**src/rtl/hrfc_pkg.sv**
```systemverilog
// ----------------------------------------------------------------------------
// hrfc_pkg
// Shared types, constants and the FNV-1a step for the record frame checker.
// ----------------------------------------------------------------------------
package hrfc_pkg;

  // Field widths
  localparam int unsigned DATA_W    = 8;
  localparam int unsigned KIND_W    = 2;
  localparam int unsigned ERR_W     = 2;
  localparam int unsigned YEAR_W    = 16;
  localparam int unsigned MONTH_W   = 8;
  localparam int unsigned DAY_W     = 8;
  localparam int unsigned CLEN_W    = 21;
  localparam int unsigned HASH_W    = 64;
  localparam int unsigned WORD_W    = 32;

  // Configuration port
  localparam int unsigned CFG_IDX_W  = 1;
  localparam int unsigned CFG_DATA_W = 21;

  localparam logic [CFG_IDX_W-1:0] CFG_REQUIRE_MAGIC = 1'b0;
  localparam logic [CFG_IDX_W-1:0] CFG_MAX_LENGTH    = 1'b1;

  localparam logic [CLEN_W-1:0] MAX_LENGTH_RESET = 21'd1048576;

  // Default width of the content byte counter
  localparam int unsigned LENGTH_COUNT_WIDTH_DEF = 21;

  // Result kinds
  localparam logic [KIND_W-1:0] KIND_CONTENT = 2'd0;
  localparam logic [KIND_W-1:0] KIND_FRAME   = 2'd1;
  localparam logic [KIND_W-1:0] KIND_ERROR   = 2'd2;

  // Error codes
  localparam logic [ERR_W-1:0] ERR_FILE_MAGIC  = 2'd0;
  localparam logic [ERR_W-1:0] ERR_ENTRY_MAGIC = 2'd1;
  localparam logic [ERR_W-1:0] ERR_LENGTH      = 2'd2;
  localparam logic [ERR_W-1:0] ERR_CHECK       = 2'd3;

  // Hash constants
  localparam logic [HASH_W-1:0] FNV_BASIS = 64'hcbf29ce484222325;
  localparam logic [HASH_W-1:0] TAG_CONST = 64'h4B6C65654B6C6565;

  // Magic sequences, first byte in the low byte
  localparam logic [63:0] FILE_MAGIC  = 64'h2161_7969_6D69_6F59;
  localparam logic [31:0] ENTRY_MAGIC = 32'h6565_6C4B;

  // One result transaction
  typedef struct packed {
    logic [KIND_W-1:0]  kind;
    logic [DATA_W-1:0]  content_byte;
    logic [ERR_W-1:0]   error_code;
    logic [YEAR_W-1:0]  year;
    logic [MONTH_W-1:0] month;
    logic [DAY_W-1:0]   day;
    logic [CLEN_W-1:0]  frame_length;
  } result_t;

  // One FNV-1a step: xor the sign-extended byte, multiply by 2^40 + 0x1b3
  function automatic logic [HASH_W-1:0] fnv_step(input logic [HASH_W-1:0] h,
                                                 input logic [DATA_W-1:0] b);
    logic [HASH_W-1:0] x;
    x = h ^ {{(HASH_W-DATA_W){b[DATA_W-1]}}, b};
    return x + (x << 1) + (x << 4) + (x << 5) + (x << 7) + (x << 8) + (x << 40);
  endfunction

endpackage

```
**src/rtl/hashed_record_frame_checker_core.sv**
```systemverilog
// ----------------------------------------------------------------------------
// hashed_record_frame_checker_core
// Byte-stream checker for hashed record frames with content pass-through.
// ----------------------------------------------------------------------------
// Takes one stream byte per cycle while in_ready is high, with no gaps
// needed between bytes. Each byte passes through the frame parser and a
// 64-bit FNV-1a update (xor plus a shift-add multiply by the sparse prime),
// the longest path, which sets the one-byte-per-cycle rate. Each result is
// registered into the main output slot, or into the skid slot when the main
// slot is stalled; in_ready drops only when both entries are full, so bytes
// keep flowing while one result waits. Configuration writes are taken in any
// cycle (cfg_ready is tied high) and must be made while the block is idle.
module hashed_record_frame_checker_core #(
  parameter int unsigned LENGTH_COUNT_WIDTH = hrfc_pkg::LENGTH_COUNT_WIDTH_DEF
) (
  input  logic                              clk,
  input  logic                              rst_n,
  // Input byte stream
  input  logic                              in_valid,
  output logic                              in_ready,
  input  logic [hrfc_pkg::DATA_W-1:0]       in_data_byte,
  // Results
  output logic                              out_valid,
  input  logic                              out_ready,
  output logic [hrfc_pkg::KIND_W-1:0]       out_result_kind,
  output logic [hrfc_pkg::DATA_W-1:0]       out_content_byte,
  output logic [hrfc_pkg::ERR_W-1:0]        out_error_code,
  output logic [hrfc_pkg::YEAR_W-1:0]       out_year,
  output logic [hrfc_pkg::MONTH_W-1:0]      out_month,
  output logic [hrfc_pkg::DAY_W-1:0]        out_day,
  output logic [hrfc_pkg::CLEN_W-1:0]       out_frame_length,
  // Configuration writes
  input  logic                              cfg_valid,
  output logic                              cfg_ready,
  input  logic [hrfc_pkg::CFG_IDX_W-1:0]    cfg_index,
  input  logic [hrfc_pkg::CFG_DATA_W-1:0]   cfg_data
);

  localparam int unsigned LW = LENGTH_COUNT_WIDTH;
  localparam logic [32:0] LEN_CAP = (33'd1 << LW) - 33'd1;

  typedef enum logic [6:0] {
    PH_FILE  = 7'b0000001,
    PH_ENTRY = 7'b0000010,
    PH_HASH  = 7'b0000100,
    PH_DATE  = 7'b0001000,
    PH_LEN   = 7'b0010000,
    PH_BODY  = 7'b0100000,
    PH_TAIL  = 7'b1000000
  } phase_t;

  // Configuration registers
  logic                           req_magic_r;
  logic [hrfc_pkg::CLEN_W-1:0]    max_len_r;

  // Parser state
  phase_t                         phase_r, phase_nxt;
  logic [2:0]                     idx_r, idx_nxt;
  logic [hrfc_pkg::HASH_W-1:0]    hash_r, hash_nxt;
  logic [hrfc_pkg::HASH_W-1:0]    stored_r, stored_nxt;
  logic [hrfc_pkg::WORD_W-1:0]    date_r, date_nxt;
  logic [23:0]                    len_lo_r, len_lo_nxt;
  logic [hrfc_pkg::CLEN_W-1:0]    len_r, len_nxt;
  logic [LW-1:0]                  rem_r, rem_nxt;
  logic [hrfc_pkg::HASH_W-1:0]    tag_r, tag_nxt;

  // Output buffer
  logic                           out_valid_r, skid_valid_r;
  hrfc_pkg::result_t              out_r, skid_r;

  logic                           in_fire, push, pop;
  hrfc_pkg::result_t              res;
  logic                           has_res;
  phase_t                         eff_phase;
  logic [hrfc_pkg::WORD_W-1:0]    len_full;
  logic [hrfc_pkg::HASH_W-1:0]    tag_full;
  logic [hrfc_pkg::HASH_W-1:0]    hash_upd;
  logic                           len_over;
  logic                           frame_ok;

  assign cfg_ready = 1'b1;
  assign in_ready  = !skid_valid_r;
  assign in_fire   = in_valid && in_ready;
  assign pop       = out_valid_r && out_ready;
  assign push      = in_fire && has_res;

  // Write configuration registers
  always_ff @(posedge clk) begin
    if (!rst_n) begin
      req_magic_r <= 1'b1;
      max_len_r   <= hrfc_pkg::MAX_LENGTH_RESET;
    end else if (cfg_valid && cfg_ready) begin
      unique case (cfg_index)
        hrfc_pkg::CFG_REQUIRE_MAGIC: req_magic_r <= cfg_data[0];
        hrfc_pkg::CFG_MAX_LENGTH:    max_len_r   <= cfg_data;
        default: ;
      endcase
    end
  end

  // Datapath helpers
  assign hash_upd = hrfc_pkg::fnv_step(hash_r, in_data_byte);
  assign len_full = {in_data_byte, len_lo_r};
  assign tag_full = {in_data_byte, tag_r[hrfc_pkg::HASH_W-1:8]};
  assign len_over = (len_full > {11'd0, max_len_r}) || ({1'b0, len_full} > LEN_CAP);
  assign frame_ok = (stored_r == hash_r) && (tag_full == (hrfc_pkg::TAG_CONST ^ hash_r));

  // Skip the file magic when it is not required and none has been taken
  always_comb begin
    eff_phase = phase_r;
    if (phase_r == PH_FILE && idx_r == 3'd0 && !req_magic_r) begin
      eff_phase = PH_ENTRY;
    end
  end

  // Parse one byte
  always_comb begin
    phase_nxt  = eff_phase;
    idx_nxt    = idx_r + 3'd1;
    hash_nxt   = hash_r;
    stored_nxt = stored_r;
    date_nxt   = date_r;
    len_lo_nxt = len_lo_r;
    len_nxt    = len_r;
    rem_nxt    = rem_r;
    tag_nxt    = tag_r;
    has_res    = 1'b0;
    res        = '0;

    unique case (eff_phase)
      PH_FILE: begin
        if (in_data_byte != hrfc_pkg::FILE_MAGIC[idx_r*8 +: 8]) begin
          has_res        = 1'b1;
          res.kind       = hrfc_pkg::KIND_ERROR;
          res.error_code = hrfc_pkg::ERR_FILE_MAGIC;
          phase_nxt      = PH_ENTRY;
          idx_nxt        = 3'd0;
        end else if (idx_r == 3'd7) begin
          phase_nxt = PH_ENTRY;
          idx_nxt   = 3'd0;
        end
      end
      PH_ENTRY: begin
        if (in_data_byte != hrfc_pkg::ENTRY_MAGIC[idx_r[1:0]*8 +: 8]) begin
          has_res        = 1'b1;
          res.kind       = hrfc_pkg::KIND_ERROR;
          res.error_code = hrfc_pkg::ERR_ENTRY_MAGIC;
          idx_nxt        = 3'd0;
        end else if (idx_r == 3'd3) begin
          phase_nxt = PH_HASH;
          idx_nxt   = 3'd0;
        end
      end
      PH_HASH: begin
        stored_nxt = {in_data_byte, stored_r[hrfc_pkg::HASH_W-1:8]};
        if (idx_r == 3'd7) begin
          phase_nxt = PH_DATE;
          idx_nxt   = 3'd0;
        end
      end
      PH_DATE: begin
        hash_nxt = hash_upd;
        date_nxt = {in_data_byte, date_r[hrfc_pkg::WORD_W-1:8]};
        if (idx_r == 3'd3) begin
          phase_nxt = PH_LEN;
          idx_nxt   = 3'd0;
        end
      end
      PH_LEN: begin
        hash_nxt   = hash_upd;
        len_lo_nxt = {in_data_byte, len_lo_r[23:8]};
        if (idx_r == 3'd3) begin
          idx_nxt = 3'd0;
          len_nxt = len_full[hrfc_pkg::CLEN_W-1:0];
          rem_nxt = len_full[LW-1:0];
          if (len_over) begin
            has_res        = 1'b1;
            res.kind       = hrfc_pkg::KIND_ERROR;
            res.error_code = hrfc_pkg::ERR_LENGTH;
            phase_nxt      = PH_ENTRY;
          end else if (len_full == '0) begin
            phase_nxt = PH_TAIL;
          end else begin
            phase_nxt = PH_BODY;
          end
        end
      end
      PH_BODY: begin
        hash_nxt         = hash_upd;
        rem_nxt          = rem_r - LW'(1);
        idx_nxt          = 3'd0;
        has_res          = 1'b1;
        res.kind         = hrfc_pkg::KIND_CONTENT;
        res.content_byte = in_data_byte;
        if (rem_r == LW'(1)) begin
          phase_nxt = PH_TAIL;
        end
      end
      PH_TAIL: begin
        tag_nxt = tag_full;
        if (idx_r == 3'd7) begin
          has_res   = 1'b1;
          phase_nxt = PH_ENTRY;
          idx_nxt   = 3'd0;
          if (frame_ok) begin
            res.kind         = hrfc_pkg::KIND_FRAME;
            res.year         = date_r[31:16];
            res.month        = date_r[15:8];
            res.day          = date_r[7:0];
            res.frame_length = len_r;
          end else begin
            res.kind       = hrfc_pkg::KIND_ERROR;
            res.error_code = hrfc_pkg::ERR_CHECK;
          end
        end
      end
      default: begin
        phase_nxt = PH_ENTRY;
        idx_nxt   = 3'd0;
      end
    endcase

    // Restart the hash for the next frame
    if (phase_nxt == PH_ENTRY && idx_nxt == 3'd0) begin
      hash_nxt = hrfc_pkg::FNV_BASIS;
    end
  end

  // Advance parser control state
  always_ff @(posedge clk) begin
    if (!rst_n) begin
      phase_r <= PH_FILE;
      idx_r   <= 3'd0;
      hash_r  <= hrfc_pkg::FNV_BASIS;
    end else if (in_fire) begin
      phase_r <= phase_nxt;
      idx_r   <= idx_nxt;
      hash_r  <= hash_nxt;
    end
  end

  // Hold frame fields
  always_ff @(posedge clk) begin
    if (in_fire) begin
      stored_r <= stored_nxt;
      date_r   <= date_nxt;
      len_lo_r <= len_lo_nxt;
      len_r    <= len_nxt;
      rem_r    <= rem_nxt;
      tag_r    <= tag_nxt;
    end
  end

  // Output buffer control: main slot plus skid slot
  always_ff @(posedge clk) begin
    if (!rst_n) begin
      out_valid_r  <= 1'b0;
      skid_valid_r <= 1'b0;
    end else if (pop || !out_valid_r) begin
      if (skid_valid_r) begin
        out_valid_r  <= 1'b1;
        skid_valid_r <= 1'b0;
      end else begin
        out_valid_r <= push;
      end
    end else if (push) begin
      skid_valid_r <= 1'b1;
    end
  end

  // Output buffer payload
  always_ff @(posedge clk) begin
    if (pop || !out_valid_r) begin
      if (skid_valid_r) begin
        out_r <= skid_r;
      end else if (push) begin
        out_r <= res;
      end
    end else if (push) begin
      skid_r <= res;
    end
  end

  assign out_valid          = out_valid_r;
  assign out_result_kind    = out_r.kind;
  assign out_content_byte   = out_r.content_byte;
  assign out_error_code     = out_r.error_code;
  assign out_year           = out_r.year;
  assign out_month          = out_r.month;
  assign out_day            = out_r.day;
  assign out_frame_length   = out_r.frame_length;

endmodule

```
**config.mk**
```make
export PLATFORM = sky130hd
export DESIGN_NAME = hashed_record_frame_checker_core
export DESIGN_NICKNAME = d
export VERILOG_FILES = /design/src/rtl/hrfc_pkg.sv /design/src/rtl/hashed_record_frame_checker_core.sv
export SDC_FILE = /design/constraint.sdc
export NUM_CORES = 1
export LEC_CHECK = 0
export BUFFER_PORTS_ARGS = -buffer_cell sky130_fd_sc_hd__buf_2
export CAP_MARGIN = 20
export CORE_MARGIN = 4
export CORE_UTILIZATION = 42
export DETAILED_ROUTE_END_ITERATION = 10
export SLEW_MARGIN = 20
export SYNTH_ARGS = -nofsm -noshare
export SYNTH_HDL_FRONTEND = slang
export SYNTH_SLANG_ARGS = --single-unit
```
**constraint.sdc**
```tcl
create_clock -name clk -period 9.7 [get_ports clk]
set_clock_uncertainty 0.2 [all_clocks]
set_input_delay 0.485 -clock clk [delete_from_list [all_inputs] [get_ports clk]]
set_output_delay 0.485 -clock clk [all_outputs]
set_load 0.03 [all_outputs]
```
After elaboration in Yosys (flattened, before gate mapping)
Cells that the tools add are included.
{ "totals": {"reg_bits": 454, "inputBits": 35, "output_inout_bits": 68, "elab_cells": 138} }
{ "op_classes": {"add_sub_neg": 8, "order_cmp": 2, "eq_ne": 17, "shifts": 2, "mux": 44, "n_bitwise": 5, "reduce_logical": 33} }
{ "op_table": {"columns": ["operator", "n"], "rows": [
  ["$add A64 B64 Y64", 6],
  ["$mux W65", 2],
  ["$eq A64 B64 Y1", 2],
  ["$mux W64", 2],
  ["$mux W53", 2],
  ["$mux W7", 11],
  ["$shiftx A64 B7 Y8 const A", 1],
  ["$xor A64 B64 Y64", 1],
  ["$mux W55", 1],
  ["$pmux W7 S7", 1],
  ["$pmux W21 S2", 1],
  ["$gt A32 B21 Y1", 1],
  ["$gt A32 B21 Y1 const B", 1],
  ["$logic_not A32 Y1", 1],
  ["$not A32 Y32", 1],
  ["$shiftx A32 B6 Y8 const A", 1],
  ["$eq A21 B1 Y1 const B", 1],
  ["$mux W21", 1],
  ["$sub A21 B1 Y21 const B", 1],
  ["$reduce_and A2 Y1", 9],
  ["$ne A8 B8 Y1", 2],
  ["$eq A7 B1 Y1 const B", 2],
  ["$eq A7 B2 Y1 const B", 2],
  ["$mux W2", 7],
  ["25 further kinds", 51]
]} }

Logic depth before layout (Yosys ltp)
{ "depth": {"depth_word": 11, "ltp_mapped": 26, "depth_no_buf": 21} }

Worst setup path before layout
Ideal clock, no wire load.
{ "synth_timing": {"path_kind": "in2reg", "start": "input port in_data_byte[7] (netlist bit)", "end": "register hash_r[63] (netlist bit)", "setup_ns": 0.131, "arrival_time_ns": 7.453, "t_required_ns": 9.369, "slack_ns": 1.916, "stages": 23, "path_buffers": 5, "cell_sequence": "clkbuf_1 -> buf_1 -> clkbuf_1 -> clkbuf_1 -> buf_1 -> xor2_1 -> fa_1 -> fa_1 -> inv_1 -> fa_1 -> inv_1 -> ha_1 -> ha_1 -> a21o_1 -> o21bai_1 -> a311o_1 -> a41o_1 -> a31oi_1 -> o211a_1 -> o31ai_1 -> a31o_2 -> a2111oi_2 -> a211oi_2"} }
{ "synth_via": {"elab_chain_cells": 9, "elab_cells_between_ends": 29, "cone_classes": "add/sub: 6; order compare: 2; eq/ne: 3; mux: 11; bitwise: 1; reduce/logical: 6"} }
{ "synth_lines": {"columns": ["item", "line_no", "source"], "rows": [
  ["start: declaration", "hashed_record_frame_checker_core.sv:21", "input logic [hrfc_pkg::DATA_W-1:0] in_data_byte,"],
  ["$xor A64 B64 Y64 (tied with other cells)", "hrfc_pkg.sv:64", "x = h ^ {{(HASH_W-DATA_W){b[DATA_W-1]}}, b};"],
  ["$add A64 B64 Y64 (tied with other cells)", "hrfc_pkg.sv:65", "return x + (x << 1) + (x << 4) + (x << 5) + (x << 7) + (x << 8) + (x << 40);"],
  ["$add A64 B64 Y64 / $mux W7 (equally long branches)", "hrfc_pkg.sv:65, hashed_record_frame_checker_core.sv:176", null],
  ["$add A64 B64 Y64 / $mux W7 (equally long branches)", "hrfc_pkg.sv:65, hashed_record_frame_checker_core.sv:172", null],
  ["$add A64 B64 Y64 / $pmux W7 S7 (equally long branches)", "hrfc_pkg.sv:65, hashed_record_frame_checker_core.sv:130", null],
  ["$add A64 B64 Y64 / $eq A7 B2 Y1 (equally long branches)", "hrfc_pkg.sv:65, hashed_record_frame_checker_core.sv:224", null],
  ["$add A64 B64 Y64 / $logic_and A1 B1 Y1 (equally long branches)", "hrfc_pkg.sv:65, hashed_record_frame_checker_core.sv:224", null],
  ["$mux W64 / $reduce_bool A2 Y1 (equally long branches)", null, null],
  ["$mux W64 / $reduce_and A2 Y1 (equally long branches)", null, null],
  ["end signal: assignment", "hashed_record_frame_checker_core.sv:234", "hash_r <= hrfc_pkg::FNV_BASIS;"],
  ["end signal: assignment", "hashed_record_frame_checker_core.sv:238", "hash_r <= hash_nxt;"],
  ["end: declaration", "hashed_record_frame_checker_core.sv:59", "logic [hrfc_pkg::HASH_W-1:0] hash_r, hash_nxt;"]
]} }
Several ways; a longest one is shown, not always the timed one. The select of a mux whose other input is x is not followed.
A chain may end at the register's enable or synchronous reset.

Worst setup path in the final report
{ "layout_timing": {"start": "register hash_r[7] (netlist bit)", "end": "register hash_r[56] (netlist bit)"} }
{ "layout_via": {"elab_chain_cells": 9} }
{ "layout_lines": {"columns": ["item", "line_no", "source"], "rows": [
  ["$xor A64 B64 Y64 *", "hrfc_pkg.sv:64", null],
  ["$add A64 B64 Y64 (5 in series)", "hrfc_pkg.sv:65", null],
  ["$add A64 B64 Y64 *", "hrfc_pkg.sv:65", null],
  ["$mux W64 *", "hashed_record_frame_checker_core.sv:130", "unique case (eff_phase)"],
  ["$mux W64 *", "hashed_record_frame_checker_core.sv:224", "if (phase_nxt == PH_ENTRY && idx_nxt == 3'd0) begin"]
]} }
Mark *: on every way between the ends. The rest lies on a longest branch, timed or not. The select of a mux whose other input is x is not followed.

==> flow_summary.json <==
{
  "max-cap-violations": 0,
  "syn-num-nets": 3125,
  "period_minus_slack_ns": 7.57,
  "std_cell_rows": 97,
  "critPathKind": "flop to flop",
  "p_per_area_nw_per_um2": 358,
  "gr-total-overflow": 0,
  "relSlewSlack_pct": 26.5,
  "peakVddDrop_v": 0.000606,
  "place.port_buffers": 101,
  "fin_util_pct": 47.2,
  "setup_slack_ns": 2.13,
  "dr.pass1.iters": 6,
  "synth_top_area_share_pct": 35.0,
  "die_h_um": 275,
  "ys_warn_count": 0,
  "rsz0062_at_grt": "no",
  "holdCritPathClass": "primary input to flop",
  "routedWlPerCell_um": 21.4,
  "syn2layout_area_growth_pct": 11.2,
  "syn_area_um2": 29800,
  "finalSetupViolCount": 0,
  "ant_nets": 0,
  "worstPathArrival_ns": 7.86,
  "period_share_pct": 78.1,
  "cts_max_level": 2,
  "p_leak_nw": 13.7,
  "ff_latch_area_um2": 12400,
  "track_usage_pct": 21.4,
  "gp_congestion": 0.917,
  "design_power_total_mw": 11.9,
  "critPathMaxFanout": 8,
  "final_cell_mix": "edfxtp_1, inv_1, xor2_1",
  "cts_tree": "done",
  "critical_path.endpoint_type": "flop",
  "clockBufferDepth": 3,
  "grt_max_degree": 66,
  "antenna_found_initial": 0,
  "final_common_cell": "edfxtp_1",
  "dieArea_um2": 75400,
  "place_ws_ns": 1.71,
  "cts_buffers": 49,
  "synth.largest_area_cell": "edfxtp_1",
  "postCtsSetupBuffers": 0,
  "grt_pass1_vias": 20800,
  "die_w_um": 275,
  "syn_avg_cell_area_um2": 10.9,
  "ios": 103,
  "final_max_slew_viol_count": 0,
  "detailed_place_hpwl_um": 60900,
  "clock-root-buffer": "clkbuf_16",
  "ys_ff_latch": 446,
  "dpl_cell_area_um2": 31200,
  "tightest_slew_ns": 1.10,
  "synth_area_leaders": "edfxtp_1, fa_1, ha_1",
  "synth_edf_count": 348,
  "wl_um": 80900,
  "ys.flop_type": "edfxtp_1",
  "nFillCells": 6437,
  "dr_total_vias": 20500,
  "nNetsFinal": 3197,
  "finalHoldViolations": 0,
  "initial_utilization_pct": 42.5,
  "via_per_inst": 5.41,
  "cp-start-kind": "flop",
  "synth_cells": 2736,
  "drtIter0Drc": 1645,
  "finalInstanceArea_um2": 33200,
  "cts.sinks": 446,
  "drive_gt1_share_pct": 10.6,
  "synth-async-reset-ratio_pct": 0,
  "path_clk_slew_ns": 0.06,
  "cp_data_required_time_ns": 9.98,
  "synth_cell_type_count": 82,
  "grt_pass1_wl_um": 125000,
  "n_antenna_cell": 0,
  "outcome": "completed",
  "yosysSeqAreaShare_pct": 41.6,
  "core_area_um2": 70300,
  "route.detailed.drc": 0,
  "clock.fmax_mhz": 132,
  "clock_latency_ns": 0.61,
  "timing.setup.tns_ns": 0,
  "regToRegSetupSlack_ns": 2.13,
  "multiInputGateArea_um2": 15800
}
logic make-up after synthesis:
group,share of synthesized area [%]
compound gates,9.54
xor+xnor,10.9
fa+ha+maj,20.0
buf+inv,5.88
flops,41.6
mux,2.30
other cells,0.0126
simple gates,9.76
synth_stat cells, types with 16 or more instances:
| library cell | n |
|---|---|
| nand4_1 | 33 |
| a21oi_1 | 165 |
| ha_1 | 178 |
| inv_1 | 319 |
| dfxtp_1 | 98 |
| mux2_2 | 60 |
| o21ai_0 | 86 |
| maj3_1 | 23 |
| and3_1 | 16 |
| clkbuf_1 | 105 |
| nor3_1 | 29 |
| fa_1 | 176 |
| nor4_1 | 34 |
| nand2_1 | 180 |
| xnor2_1 | 166 |
| nor2_1 | 81 |
| and2_1 | 68 |
| edfxtp_1 | 348 |
| a21o_1 | 70 |
| xor2_1 | 204 |
| nand3_1 | 60 |
final timing paths:
path | startpoint | end | depth (start not counted)
worst max register to register | hash_r[7] | hash_r[56] | 21
worst min register to register | date_r[27] | date_r[19] | 0
worst min-delay path | cfg_index | req_magic_r | 4
worst max-delay path | hash_r[7] | hash_r[56] | 21
stage by stage:
| step | cells | hold WS (ns) |
|---|---|---|
| after global placement | 3673 | 0.218 |
| after global routing | 3788 | 0.0537 |
| final | 3788 | 0.0436 |
| after detailed placement | 3674 | 0.224 |
| after floorplan | 2736 | 0.217 |
| after CTS | 3786 | 0.00849 |
where the power goes:
part	total, mW	leakage [nW]	internal, mW	switching [mW]
clock	1.92	0.801	1.11	0.809
sequential	2.14	4.16	2.09	0.0553
combinational	7.81	8.76	3.07	4.74
critical path, cell delays in order (launching register included):
cell and delay, ns:
dfxtp_1 0.74, xor2_1 0.92, ha_1 0.41, xor2_1 0.19
fa_1 0.53, inv_1 0.05, fa_1 0.50, inv_1 0.04
ha_1 0.29, ha_1 0.36, o21ai_0 0.14, o211ai_1 0.26
nand2_1 0.16, o21ai_0 0.47, a31oi_1 0.33, o41ai_1 0.36
buf_4 0.22, a31oi_1 0.12, o31ai_1 0.58, a21boi_0 0.23
xnor2_1 0.18, o22a_1 0.16
layer usage:
layer  up-vias  track usage (%)  share of wire (%)
met5         -                0                  0
met2       615             34.6                 46
met1     10200             29.5                 44
met4         0             6.69                3.4
met3       130             4.02                6.3
li1       9534                -                  -
state kept, by name, indices dropped and copies added, names as in the netlist, 2 cells and up:
signal and flops:
phase_r 7, out_content_byte 8, max_len_r 21, rem_r 21, len_r 21, hash_r 64
tag_r 56, out_day 8, date_r 32, out_month 8, out_result_kind 2, stored_r 64
out_error_code 2, idx_r 3, out_year 16, len_lo_r 24, out_frame_length 21, skid_r 65
layout make-up:
class | instances | share of cell area (%)
inverters | 320 | 3.62
clock inverters | 34 | 1.13
multi-input cells | 1838 | 47.5
repair buffers | 153 | 2.99
clock buffers | 57 | 3.85
well taps | 940 | 3.54
flip-flops and latches | 446 | 37.4
what timing repair did:
item	CTS	global route
hold buffers	21	0
hold endpoints to repair	22	0
setup endpoints to repair	0	0
gates resized for setup	0	0
Note: power is estimated with default switching activity, not from simulation.
